[src/sv/etpwm_pkg.sv]
// Shared constants, register indexes and configuration type for the PWM ramp profile unit.
package etpwm_pkg;

	// Configuration port geometry
	localparam int unsigned CFG_IDX_W  = 4;
	localparam int unsigned CFG_DATA_W = 32;

	// Register indexes
	localparam logic [CFG_IDX_W-1:0] REG_INITIAL_PWM    = 4'd0;
	localparam logic [CFG_IDX_W-1:0] REG_TARGET_PWM     = 4'd1;
	localparam logic [CFG_IDX_W-1:0] REG_FINAL_PWM      = 4'd2;
	localparam logic [CFG_IDX_W-1:0] REG_RAMP_STEPS     = 4'd3;
	localparam logic [CFG_IDX_W-1:0] REG_STEP_INTERVAL  = 4'd4;
	localparam logic [CFG_IDX_W-1:0] REG_DECEL_FRACTION = 4'd5;
	localparam logic [CFG_IDX_W-1:0] REG_MOVE_PULSES    = 4'd6;
	localparam logic [CFG_IDX_W-1:0] REG_BACKWARD       = 4'd7;

	// Field widths
	localparam int unsigned STEPS_W    = 8;
	localparam int unsigned INTERVAL_W = 16;
	localparam int unsigned FRAC_W     = 9;
	localparam int unsigned PULSES_W   = 31;
	localparam int unsigned TIME_W     = 32;
	localparam int unsigned COUNT_W    = 32;
	localparam int unsigned STEP_CNT_W = 9;

	// Reset values
	localparam logic [STEPS_W-1:0]    RST_RAMP_STEPS     = 8'd20;
	localparam logic [INTERVAL_W-1:0] RST_STEP_INTERVAL  = 16'd20;
	localparam logic [FRAC_W-1:0]     RST_DECEL_FRACTION = 9'd179;
	localparam int unsigned           RST_TARGET_PWM     = 255;

	// Non-PWM configuration fields
	typedef struct packed {
		logic [STEPS_W-1:0]    ramp_steps;
		logic [INTERVAL_W-1:0] step_interval_ms;
		logic [FRAC_W-1:0]     decel_fraction;
		logic [PULSES_W-1:0]   move_pulses;
		logic                  backward;
	} cfg_t;

endpackage

[src/sv/etpwm_cfg_regs.sv]
// Configuration register file of the PWM ramp profile unit.
module etpwm_cfg_regs #(
	parameter int unsigned PWM_WIDTH = 8
) (
	input  logic                                  clk,
	input  logic                                  arst_n,
	input  logic                                  cfg_valid,
	output logic                                  cfg_ready,
	input  logic [etpwm_pkg::CFG_IDX_W-1:0]       cfg_index,
	input  logic [etpwm_pkg::CFG_DATA_W-1:0]      cfg_data,
	output logic [PWM_WIDTH-1:0]                  initial_pwm,
	output logic [PWM_WIDTH-1:0]                  target_pwm,
	output logic [PWM_WIDTH-1:0]                  final_pwm,
	output etpwm_pkg::cfg_t                       cfg
);

	logic [PWM_WIDTH-1:0] initial_q;
	logic [PWM_WIDTH-1:0] target_q;
	logic [PWM_WIDTH-1:0] final_q;
	etpwm_pkg::cfg_t      cfg_q;
	logic                 wr_en;

	// Writes must be made only while idle; this is not enforced, and the port is always open
	assign cfg_ready = 1'b1;
	assign wr_en     = cfg_valid & cfg_ready;

	// Register writes; unknown indexes are dropped
	always_ff @(posedge clk or negedge arst_n) begin
		if (!arst_n) begin
			initial_q              <= '0;
			target_q               <= PWM_WIDTH'(etpwm_pkg::RST_TARGET_PWM);
			final_q                <= '0;
			cfg_q.ramp_steps       <= etpwm_pkg::RST_RAMP_STEPS;
			cfg_q.step_interval_ms <= etpwm_pkg::RST_STEP_INTERVAL;
			cfg_q.decel_fraction   <= etpwm_pkg::RST_DECEL_FRACTION;
			cfg_q.move_pulses      <= '0;
			cfg_q.backward         <= 1'b0;
		end else if (wr_en) begin
			case (cfg_index)
				etpwm_pkg::REG_INITIAL_PWM: initial_q <= cfg_data[PWM_WIDTH-1:0];
				etpwm_pkg::REG_TARGET_PWM:  target_q  <= cfg_data[PWM_WIDTH-1:0];
				etpwm_pkg::REG_FINAL_PWM:   final_q   <= cfg_data[PWM_WIDTH-1:0];
				etpwm_pkg::REG_RAMP_STEPS:
					cfg_q.ramp_steps <= cfg_data[etpwm_pkg::STEPS_W-1:0];
				etpwm_pkg::REG_STEP_INTERVAL:
					cfg_q.step_interval_ms <= cfg_data[etpwm_pkg::INTERVAL_W-1:0];
				etpwm_pkg::REG_DECEL_FRACTION:
					cfg_q.decel_fraction <= cfg_data[etpwm_pkg::FRAC_W-1:0];
				etpwm_pkg::REG_MOVE_PULSES:
					cfg_q.move_pulses <= cfg_data[etpwm_pkg::PULSES_W-1:0];
				etpwm_pkg::REG_BACKWARD:    cfg_q.backward <= cfg_data[0];
				default: ;
			endcase
		end
	end

	assign initial_pwm = initial_q;
	assign target_pwm  = target_q;
	assign final_pwm   = final_q;
	assign cfg         = cfg_q;

endmodule

[src/sv/etpwm_div.sv]
// Radix-2 restoring divider, one quotient bit per cycle (32-bit dividend by 8-bit divisor).
module etpwm_div (
	input  logic                              clk,
	input  logic                              arst_n,
	input  logic                              start,
	input  logic [etpwm_pkg::TIME_W-1:0]      dividend,
	input  logic [etpwm_pkg::STEPS_W-1:0]     divisor,
	output logic                              done,
	output logic [etpwm_pkg::TIME_W-1:0]      quotient
);

	localparam int unsigned DW  = etpwm_pkg::TIME_W;
	localparam int unsigned SW  = etpwm_pkg::STEPS_W;
	localparam int unsigned CW  = $clog2(DW);

	logic [DW-1:0] dvd_q;
	logic [DW-1:0] quo_q;
	logic [SW-1:0] rem_q;
	logic [SW-1:0] dvs_q;
	logic [CW-1:0] cnt_q;
	logic          busy_q;
	logic          done_q;
	logic [SW:0]   trial;
	logic          fits;

	// Trial subtract of the shifted partial remainder
	assign trial = {rem_q, dvd_q[DW-1]};
	assign fits  = trial >= {1'b0, dvs_q};

	always_ff @(posedge clk or negedge arst_n) begin
		if (!arst_n) begin
			busy_q <= 1'b0;
			done_q <= 1'b0;
			cnt_q  <= '0;
		end else begin
			done_q <= 1'b0;
			if (start) begin
				busy_q <= 1'b1;
				cnt_q  <= CW'(DW - 1);
			end else if (busy_q) begin
				cnt_q <= cnt_q - 1'b1;
				if (cnt_q == '0) begin
					busy_q <= 1'b0;
					done_q <= 1'b1;
				end
			end
		end
	end

	// Datapath
	always_ff @(posedge clk) begin
		if (start) begin
			dvd_q <= dividend;
			dvs_q <= divisor;
			rem_q <= '0;
			quo_q <= '0;
		end else if (busy_q) begin
			dvd_q <= {dvd_q[DW-2:0], 1'b0};
			quo_q <= {quo_q[DW-2:0], fits};
			rem_q <= fits ? SW'(trial - {1'b0, dvs_q}) : trial[SW-1:0];
		end
	end

	assign done     = done_q;
	assign quotient = quo_q;

endmodule

[src/sv/encoder_triggered_pwm_ramp_profile_unit.sv]
// Top level of the encoder triggered trapezoidal PWM ramp profile unit.
//
// Usage: each input transaction (cmd, encoder_count, now_ms) is a start command
// (cmd=1) or an update tick (cmd=0); each yields exactly one output transaction
// (pwm_out, reverse_dir, decelerating, ramp_done). Both channels use valid/stall;
// in_stall is high while an item is in work, so one item is processed at a time.
// An accepted item passes through PREP, PHASE and RAMP to DONE when no ramp step is
// taken; a step adds MUL, DSTART, DWAIT and UPD between RAMP and DONE. A step waits
// on the serial divider by ramp_steps, which retires one quotient bit per cycle over
// 32 bits. A new item is accepted only after the previous one has left DONE.
// If out_stall holds a result, the unit finishes the next item and then waits
// with the new result until the output register frees up.
// Configuration registers are written through cfg_valid/cfg_ready (always ready), index
// cfg_index, data cfg_data; writes must only be made while the unit is idle (unchecked).
// Reset (arst_n low, asynchronous) restores register defaults and clears the
// ramp state: acceleration phase, step counter 0, PWM 0, no ramp finished.
module encoder_triggered_pwm_ramp_profile_unit #(
	parameter int unsigned PWM_WIDTH = 8
) (
	input  logic                                 clk,
	input  logic                                 arst_n,
	// input channel
	input  logic                                 in_valid,
	output logic                                 in_stall,
	input  logic                                 cmd,
	input  logic signed [etpwm_pkg::COUNT_W-1:0] encoder_count,
	input  logic [etpwm_pkg::TIME_W-1:0]         now_ms,
	// output channel
	output logic                                 out_valid,
	input  logic                                 out_stall,
	output logic [PWM_WIDTH-1:0]                 pwm_out,
	output logic                                 reverse_dir,
	output logic                                 decelerating,
	output logic                                 ramp_done,
	// configuration write channel
	input  logic                                 cfg_valid,
	output logic                                 cfg_ready,
	input  logic [etpwm_pkg::CFG_IDX_W-1:0]      cfg_index,
	input  logic [etpwm_pkg::CFG_DATA_W-1:0]     cfg_data
);

	localparam int unsigned TW  = etpwm_pkg::TIME_W;
	localparam int unsigned SCW = etpwm_pkg::STEP_CNT_W;
	localparam int unsigned PRW = etpwm_pkg::PULSES_W + etpwm_pkg::FRAC_W;
	localparam int unsigned MW  = TW + SCW;

	// Sequencer states
	localparam logic [3:0] S_IDLE   = 4'd0;
	localparam logic [3:0] S_PREP   = 4'd1;
	localparam logic [3:0] S_PHASE  = 4'd2;
	localparam logic [3:0] S_RAMP   = 4'd3;
	localparam logic [3:0] S_MUL    = 4'd4;
	localparam logic [3:0] S_DSTART = 4'd5;
	localparam logic [3:0] S_DWAIT  = 4'd6;
	localparam logic [3:0] S_UPD    = 4'd7;
	localparam logic [3:0] S_DONE   = 4'd8;

	logic [PWM_WIDTH-1:0] initial_pwm;
	logic [PWM_WIDTH-1:0] target_pwm;
	logic [PWM_WIDTH-1:0] final_pwm;
	etpwm_pkg::cfg_t      cfg;

	logic [3:0]                          state_q;
	logic                                cmd_q;
	logic signed [etpwm_pkg::COUNT_W-1:0] count_q;
	logic [TW-1:0]                       now_q;
	logic [TW-1:0]                       ds_q;
	logic [TW-1:0]                       prod_q;
	logic                                decel_q;
	logic [SCW-1:0]                      step_q;
	logic [TW-1:0]                       last_q;
	logic [PWM_WIDTH-1:0]                cur_q;
	logic                                fin_q;
	logic                                out_valid_q;
	logic [PWM_WIDTH-1:0]                pwm_q;
	logic                                dir_q;
	logic                                dec_q;
	logic                                done_q;

	logic                 in_acc;
	logic                 out_free;
	logic [PRW-1:0]       ds_full;
	logic                 decel_c;
	logic                 do_switch;
	logic [PWM_WIDTH-1:0] a_sel;
	logic [PWM_WIDTH-1:0] b_sel;
	logic                 rising;
	logic [TW-1:0]        a_ext;
	logic [TW-1:0]        b_ext;
	logic [PWM_WIDTH-1:0] cur_eff;
	logic [TW-1:0]        last_eff;
	logic                 at_end;
	logic                 due;
	logic                 past;
	logic [TW-1:0]        diff;
	logic [MW-1:0]        mul_full;
	logic [TW-1:0]        sum;
	logic [SCW-1:0]       step_n;
	logic [etpwm_pkg::STEPS_W-1:0] divisor;
	logic                 div_start;
	logic                 div_done;
	logic [TW-1:0]        quotient;

	etpwm_cfg_regs #(
		.PWM_WIDTH (PWM_WIDTH)
	) u_cfg (
		.clk         (clk),
		.arst_n      (arst_n),
		.cfg_valid   (cfg_valid),
		.cfg_ready   (cfg_ready),
		.cfg_index   (cfg_index),
		.cfg_data    (cfg_data),
		.initial_pwm (initial_pwm),
		.target_pwm  (target_pwm),
		.final_pwm   (final_pwm),
		.cfg         (cfg)
	);

	etpwm_div u_div (
		.clk      (clk),
		.arst_n   (arst_n),
		.start    (div_start),
		.dividend (prod_q),
		.divisor  (divisor),
		.done     (div_done),
		.quotient (quotient)
	);

	// Handshakes
	assign in_stall  = (state_q != S_IDLE);
	assign in_acc    = in_valid & ~in_stall;
	assign out_free  = ~out_valid_q | ~out_stall;
	assign div_start = (state_q == S_DSTART);
	assign divisor   = (cfg.ramp_steps == '0) ? etpwm_pkg::STEPS_W'(1) : cfg.ramp_steps;

	// Deceleration start point and phase switch
	assign ds_full   = PRW'(cfg.move_pulses) * PRW'(cfg.decel_fraction);
	assign decel_c   = cmd_q ? 1'b0 : decel_q;
	assign do_switch = ~decel_c &&
		($signed({{2{count_q[etpwm_pkg::COUNT_W-1]}}, count_q}) >= $signed({2'b00, ds_q}));

	// Ramp endpoints of the current phase
	assign rising = ~decel_q;
	assign a_sel  = decel_q ? target_pwm : initial_pwm;
	assign b_sel  = decel_q ? final_pwm  : target_pwm;
	assign a_ext  = TW'(a_sel);
	assign b_ext  = TW'(b_sel);

	// Ramp checks
	assign cur_eff  = (step_q == '0) ? a_sel : cur_q;
	assign last_eff = (step_q == '0) ? now_q : last_q;
	assign at_end   = rising ? (cur_eff >= b_sel) : (cur_eff <= b_sel);
	assign due      = (now_q - last_eff) >= TW'(cfg.step_interval_ms);
	assign past     = step_q > SCW'(cfg.ramp_steps);

	// Interpolation arithmetic, modulo 2^32
	assign diff     = rising ? (b_ext - a_ext) : (a_ext - b_ext);
	assign mul_full = MW'(diff) * MW'(step_q);
	assign sum      = rising ? (a_ext + quotient) : (a_ext - quotient);
	assign step_n   = step_q + 1'b1;

	// Sequencer and ramp state
	always_ff @(posedge clk or negedge arst_n) begin
		if (!arst_n) begin
			state_q <= S_IDLE;
			decel_q <= 1'b0;
			step_q  <= '0;
			last_q  <= '0;
			cur_q   <= '0;
			fin_q   <= 1'b0;
		end else begin
			case (state_q)
				S_IDLE: begin
					if (in_acc) state_q <= S_PREP;
				end
				S_PREP: state_q <= S_PHASE;
				S_PHASE: begin
					decel_q <= decel_c | do_switch;
					if (cmd_q || do_switch) begin
						step_q <= '0;
						fin_q  <= 1'b0;
					end
					state_q <= S_RAMP;
				end
				S_RAMP: begin
					if (fin_q) begin
						cur_q   <= b_sel;
						state_q <= S_DONE;
					end else begin
						last_q <= last_eff;
						if (at_end) begin
							cur_q   <= b_sel;
							fin_q   <= 1'b1;
							state_q <= S_DONE;
						end else if (due) begin
							cur_q   <= cur_eff;
							state_q <= S_MUL;
						end else if (past) begin
							cur_q   <= b_sel;
							fin_q   <= 1'b1;
							state_q <= S_DONE;
						end else begin
							cur_q   <= cur_eff;
							state_q <= S_DONE;
						end
					end
				end
				S_MUL:    state_q <= S_DSTART;
				S_DSTART: state_q <= S_DWAIT;
				S_DWAIT: begin
					if (div_done) state_q <= S_UPD;
				end
				S_UPD: begin
					step_q <= step_n;
					last_q <= now_q;
					if (step_n > SCW'(cfg.ramp_steps)) begin
						cur_q <= b_sel;
						fin_q <= 1'b1;
					end else begin
						cur_q <= sum[PWM_WIDTH-1:0];
					end
					state_q <= S_DONE;
				end
				S_DONE: begin
					if (out_free) state_q <= S_IDLE;
				end
				default: state_q <= S_IDLE;
			endcase
		end
	end

	// Item capture and arithmetic registers
	always_ff @(posedge clk) begin
		if (in_acc) begin
			cmd_q   <= cmd;
			count_q <= encoder_count;
			now_q   <= now_ms;
		end
		if (state_q == S_PREP) ds_q <= ds_full[PRW-1:8];
		if (state_q == S_MUL)  prod_q <= mul_full[TW-1:0];
	end

	// Output register
	always_ff @(posedge clk or negedge arst_n) begin
		if (!arst_n) begin
			out_valid_q <= 1'b0;
		end else if (state_q == S_DONE && out_free) begin
			out_valid_q <= 1'b1;
		end else if (!out_stall) begin
			out_valid_q <= 1'b0;
		end
	end

	always_ff @(posedge clk) begin
		if (state_q == S_DONE && out_free) begin
			pwm_q  <= cur_q;
			dir_q  <= cfg.backward;
			dec_q  <= decel_q;
			done_q <= fin_q;
		end
	end

	assign out_valid    = out_valid_q;
	assign pwm_out      = pwm_q;
	assign reverse_dir  = dir_q;
	assign decelerating = dec_q;
	assign ramp_done    = done_q;

	// A finished ramp always sits at its end value
	a_fin_at_end: assert property (@(posedge clk) disable iff (!arst_n)
		(state_q == S_DONE && fin_q) |-> (cur_q == b_sel))
		else $error("finished ramp not at end value");

	// Divider completes only while the sequencer waits for it
	a_div_wait: assert property (@(posedge clk) disable iff (!arst_n)
		div_done |-> (state_q == S_DWAIT))
		else $error("divider done outside wait state");

	// An accepted item starts the sequence
	a_accept_seq: assert property (@(posedge clk) disable iff (!arst_n)
		in_acc |=> (state_q == S_PREP))
		else $error("accepted item did not start sequence");

	// A taken step never leaves the counter at zero
	a_step_adv: assert property (@(posedge clk) disable iff (!arst_n)
		(state_q == S_UPD) |=> (step_q != '0))
		else $error("step counter did not advance");

endmodule
[config.mk]
export PLATFORM = sky130hd
export DESIGN_NAME = encoder_triggered_pwm_ramp_profile_unit
export DESIGN_NICKNAME = d
export VERILOG_FILES = /design/src/sv/etpwm_pkg.sv /design/src/sv/etpwm_cfg_regs.sv /design/src/sv/etpwm_div.sv /design/src/sv/encoder_triggered_pwm_ramp_profile_unit.sv
export SDC_FILE = /design/constraint.sdc
export NUM_CORES = 2
export LEC_CHECK = 0
export ABC_AREA = 0
export BUFFER_PORTS_ARGS = -buffer_cell sky130_fd_sc_hd__buf_2
export CAP_MARGIN = 10
export CORE_ASPECT_RATIO = 1.25
export CORE_MARGIN = 2
export CORE_UTILIZATION = 43
export CTS_CLUSTER_SIZE = 12
export DETAILED_ROUTE_END_ITERATION = 7
export PLACE_DENSITY = 0.67
export SLEW_MARGIN = 25
export SYNTH_ARGS = -nofsm -noshare
export SYNTH_HDL_FRONTEND = slang
export SYNTH_SLANG_ARGS = --single-unit
[constraint.sdc]
create_clock -name clk -period 13.9 [get_ports clk]
set_clock_uncertainty 0.1 [all_clocks]
set_input_delay 0.695 -clock clk [delete_from_list [all_inputs] [get_ports clk]]
set_output_delay 0.695 -clock clk [all_outputs]
set_load 0.1 [all_outputs]
# Word-level counts from Yosys, hierarchy flattened

Cells that the tools add are included.

Flip-flop bits (word level): 348
Input bits: 106
Output and inout port bits: 14
Logic and storage cells: 147

Add/subtract/negate cells: 8
$mul: 2
Magnitude comparators: 7
Eq/ne operators: 22
Muxes and demuxes: 45
Bitwise operators: 7
Reductions and logical operators: 25

Operator list:

| kind                  | number |
|---|---|
| $mux W32              | 5 |
| $mux W8               | 10 |
| $pmux W32 S2          | 1 |
| $mul A31 B9 Y40       | 1 |
| $pmux W4 S9           | 1 |
| $ge A32 B33 Y1        | 1 |
| $eq A4 B3 Y1 const B  | 8 |
| $ge A32 B16 Y1        | 1 |
| $mul A32 B9 Y32       | 1 |
| $sub A32 B32 Y32      | 1 |
| $mux W4               | 6 |
| $reduce_and A2 Y1     | 10 |
| $gt A9 B8 Y1          | 2 |
| $pmux W9 S2           | 1 |
| $sub A8 B8 Y9         | 2 |
| $eq A4 B2 Y1 const B  | 4 |
| $mux W1               | 16 |
| $pmux W8 S2           | 1 |
| $sub A8 B8 Y8         | 2 |
| $mux W5               | 2 |
| $ne A2 B2 Y1 const B  | 5 |
| $add A9 B1 Y9 const B | 1 |
| $ge A9 B8 Y1          | 1 |
| $logic_not A9 Y1      | 1 |
| 21 further kinds      | 32 |

# Logic depth before layout (Yosys ltp)

Word-level depth: 8
Gate-level depth with buffers: 33
Depth with buffers taken out: 30

# By module

A second synthesis with hierarchy kept.

Cells, all modules: 2,983
Area, all modules: 30,874.6 um^2

By module, submodules not included:

| module                                  | instances | cells an instance | area an instance (um^2) | seq. area each (um^2) |
|---|---|---|---|---|
| encoder_triggered_pwm_ramp_profile_unit | 1         | 2,463             | 23,518.8                | 5,605.4 |
| etpwm_div                               | 1         | 321               | 3,865.0                 | 2,177.1 |
| etpwm_cfg_regs                          | 1         | 199               | 3,490.8                 | 2,248.4 |

# Worst setup path after synthesis

No wires, ideal clock.

Kind: register to register
Start: reg decel_q
End: reg prod_q[20] (data pin)
Library setup time: 195 ps
Arrival time: 8,307 ps
Required time: 13,605 ps
Slack: 5,298 ps
Cell stages (with the launch flop): 32
Path buffers: 4
Period minus slack after synthesis: 8,602 ps
Path through: dfrtp_1 buf_1 buf_1 buf_1 clkbuf_1 mux2i_1 inv_1 fa_1 nor2b_1 o21ai_0 nand2b_1 a21oi_1 o211ai_1 a31oi_1 o21ai_1 inv_1 and2_1 fa_1 inv_1 fa_1 inv_1 fa_1 inv_1 fa_1 inv_1 ha_1 and2_1 a22o_1 a311oi_1 or2_2 o21ai_0 o311ai_0

Word-level cells in the longest chain between the ends: 4
Elaborated cells on any way between the ends: 6
Classes of those cells: 2 x add/sub; 1 x mul; 3 x mux

RTL lines:

| what                       | line                                                                                           | text |
|---|---|---|
| start, declared            | encoder_triggered_pwm_ramp_profile_unit.sv:69                                                  | `logic decel_q;` |
| start signal, assigned     | encoder_triggered_pwm_ramp_profile_unit.sv:178                                                 | `decel_q <= decel_c \| do_switch;` |
| $mux W8 (on tied branches) | encoder_triggered_pwm_ramp_profile_unit.sv:145, encoder_triggered_pwm_ramp_profile_unit.sv:144 |  |
| $sub A8 B8 Y9              | encoder_triggered_pwm_ramp_profile_unit.sv:157                                                 | `assign diff = rising ? (b_ext - a_ext) : (a_ext - b_ext);` |
| $mux W32 (*)               | encoder_triggered_pwm_ramp_profile_unit.sv:157                                                 |  |
| $mul A32 B9 Y32 (*)        | encoder_triggered_pwm_ramp_profile_unit.sv:158                                                 | `assign mul_full = MW'(diff) * MW'(step_q);` |
| named net mul_full[20]     | encoder_triggered_pwm_ramp_profile_unit.sv:96                                                  | `logic [MW-1:0] mul_full;` |
| end signal, assigned       | encoder_triggered_pwm_ramp_profile_unit.sv:240                                                 | `if (state_q == S_MUL) prod_q <= mul_full[TW-1:0];` |
| end, declared              | encoder_triggered_pwm_ramp_profile_unit.sv:68                                                  | `logic [TW-1:0] prod_q;` |

Mark *: on every way through the listed nets, which the timed path passes. The rest lies on a longest branch.
A chain may end at the register's enable or synchronous reset.

# Worst setup path in the final report

Same ends and word-level chain as after synthesis.

==> impl_metrics.py <==
metrics = {
    "logic_synthesis": {
        "syn_area_um2": 29800,
        "synthTopCellsByCount": "inv_1 (418), nand2_1 (383), fa_1 (284)",
        "synth_top_cell_area_share": 0.191,
        "yosysMostFrequentCell": "inv_1",
        "yosysUniqueCellTypes": 85,
        "synth-seq-cells": 348,
        "ys_seq_area_frac": 0.321,
        "synthCells": 2963,
        "ys.flop_type": "edfxtp_1",
        "synth_fp_nets": 3579,
        "synth-edff-count": 180,
        "synth_top_cell_by_area": "fa_1",
        "yosys-top-cells-area": "fa_1 (19%), edfxtp_1 (18%), dfrtp_1 (11%)",
        "yosys_warnings": 0,
        "avgSynthCellArea_um2": 10.0,
        "synthArstFlopShare": 0.437,
    },
    "routing": {
        "vias": 20800,
        "wl_met3_um": 2900,
        "wl_met1_um": 27100,
        "wl_per_cell_um": 16.9,
        "dr.pass1.iters": 5,
        "vias_per_cell": 5.33,
        "wirelength_um": 65900,
        "drc": 0,
        "drtIter0Drc": 1130,
        "antenna_left": 0,
        "dr_wl_met2_um": 33100,
        "routed.top_layer": "met5",
    },
    "setup_path": {
        "max_stage_delay_ns": 1.00,
        "r2r_slack_ns": 5.00,
        "cp-end-kind": "register",
        "arrival_ns": 9.15,
        "crit_type": "reg -> reg",
        "cp_slowest_cell": "dfrtp_2",
        "start_kind": "register",
        "cpMostUsedCell": "o21ai_0",
        "critPathRequiredTime_ns": 14.15,
        "crit_path_max_fanout": 41,
    },
    "timing": {
        "rsz0062_at_grt": "false",
        "setup_tns_ns": 0,
        "maxSlewHeadroom": 0.359,
        "setup_ws_ns": 5.00,
        "fmaxAchievable_mhz": 112,
        "finalHoldViolations": 0,
        "period_needed_ns": 8.90,
        "setup_viol": 0,
        "finalCritPeriodShare": 0.641,
        "drv_slew": 0,
        "worst_pin_slew_ns": 0.961,
    },
    "finish": {
        "stdcell_area_um2": 32300,
        "drive_above_1_share": 0.116,
        "fin_nets": 3618,
        "areaGrowthSynthToFinish_pct": 8.57,
        "fillerInstances": 6360,
    },
    "floorplanning": {
        "die_x_um": 239,
        "die_y_um": 298,
        "coreArea_um2": 68300,
        "pin_count": 120,
        "core.rowCount": 107,
        "start_util": 0.436,
        "die_area_um2": 71400,
    },
    "clock_tree": {
        "worstSkewPairLatency_ns": 0.58,
        "ctsHoldBuffers": 0,
        "cts_tree": "yes",
        "cts_max_path_buffers": 3,
        "clk_pin_slew_ns": 0.06,
        "cts.sinks": 348,
        "post_cts_buffers": 0,
        "root_buffer": "clkbuf_16",
        "htree_levels": 2,
        "cts_buffers": 39,
        "ctsResizeCount": 0,
    },
    "global_routing": {
        "grt_max_degree": 79,
        "grt_pass1_wl_um": 110000,
        "grt_pass1_vias": 21400,
        "antenna_found_initial": 8,
        "gr-total-overflow": 0,
        "grt.total_usage": 0.192,
    },
    "worst_hold_path": {
        "hold_path.class": "in -> async",
    },
    "placement": {
        "gp_congestion": 0.872,
        "post-place-ws_ns": 5.02,
        "dpl_cell_area_um2": 31100,
        "io_buffers": 117,
        "hpwl_um": 50000,
    },
    "flow_run": {
        "cap_viol_max_count": 0,
    },
    "run_status": {
        "outcome": "completed",
    },
}
-- area by class of cell --
| class | count | area [um2] | area share |
|---|---|---|---|
| sequential | 348 | 9550 | 0.296 |
| timing repair buffer | 132 | 721 | 0.0223 |
| multi-input combinational | 2061 | 18200 | 0.562 |
| inverter | 420 | 1580 | 0.0488 |
| antenna | 3 | 7.51 | 0.000232 |
| clock buffer | 57 | 1110 | 0.0343 |
| tap | 872 | 1090 | 0.0338 |
| clock inverter | 12 | 111 | 0.00344 |
-- worst paths after layout --
check | end | depth (start not counted) | from
worst max-delay path | prod_q[20] | 30 | decel_q
worst min-delay path | u_cfg.cfg[20] | 1 | arst_n
worst max register to register | prod_q[20] | 30 | decel_q
worst min register to register | u_div.rem_q[1] | 2 | u_div.rem_q[1]
max in group asynchronous | decel_q | 2 | arst_n
min in group clk | count_q[16] | 1 | encoder_count[16]
-- registers in the layout, indices dropped and copies added (netlist names), 4 cells and up --
signal and count:
count_q 32, u_div.dvs_q 8, step_q 9, last_q 32
u_div.cnt_q 5, u_cfg.cfg 65, u_cfg.final_pwm 8, pwm_out 8
u_div.rem_q 8, u_cfg.initial_pwm 8, cur_q 8, u_div.quotient 8
now_q 32, ds_q 32, state_q 4, u_div.dvd_q 32
prod_q 32, u_cfg.target_pwm 8
-- kinds of logic (layout without fill, tap and decap cells) --
| group | count (synthesis) | in the layout | synth area share |
|---|---|---|---|
| AO/OA/AOI/OAI | 418 | 418 | 0.0926 |
| multiplexers | 187 | 187 | 0.0678 |
| adder cells (fa/ha/maj) | 510 | 510 | 0.286 |
| other | 1 | 4 | 0.000126 |
| buffers and inverters | 554 | 621 | 0.0704 |
| XOR/XNOR | 89 | 89 | 0.0262 |
| flip-flops | 348 | 348 | 0.321 |
| AND/OR/NAND/NOR | 856 | 856 | 0.136 |
-- metrics by stage --
step,util,hold WS (ns),instances
2_1_floorplan,-,0.299,2963
3_3_place_gp,0.455,0.377,3832
3_5_place_dp,0.455,0.384,3832
4_1_cts,0.473,0.0596,3901
5_1_grt,0.473,0.0936,3904
6_report,0.473,0.0345,3905
-- worst max-delay path: cells and delay by family, from the launching register on --
kind / cells / cell delay, ns
buf+inv: 4 / 0.28
simple gates: 6 / 0.87
fa+ha+maj: 7 / 2.80
mux: 2 / 0.62
compound gates: 11 / 3.01
flops: 1 / 1.00
-- placed cells by master, fill, tap and decap left out, types with 9 or more instances in the layout --
cell type  instances
nand2b_1          19
mux2i_1           70
a21o_1            55
buf_2            116
o21a_1            32
o21ai_0          103
xor2_1            27
dfstp_2           17
nand2_1          383
dfxtp_1           16
fa_1             284
o21bai_1          11
edfxtp_1         180
a211oi_1          20
nor2b_1           21
nand4_1           23
clkbuf_1          11
buf_4             13
o211ai_1          15
inv_1            418
or2_2              9
nor2_1           137
and2_1           145
a21oi_1           86
a21boi_0           9
a31oi_1           13
ha_1             226
dfrtp_1          133
mux2_2           117
nor3_1            25
nor4_1             9
clkbuf_16         39
xnor2_1           62
nand3_1           33
-- metal layers --
metal | vias to the layer above | GRT usage
li1 | 9875 | -
met1 | 10400 | 0.234
met2 | 409 | 0.337
met3 | 141 | 0.0308
met4 | 8 | 0.0759
met5 | - | 0
Power is left out: the tool's default activity adds up to more than one toggle a clock period on the data nets, which glitch-free logic cannot reach.
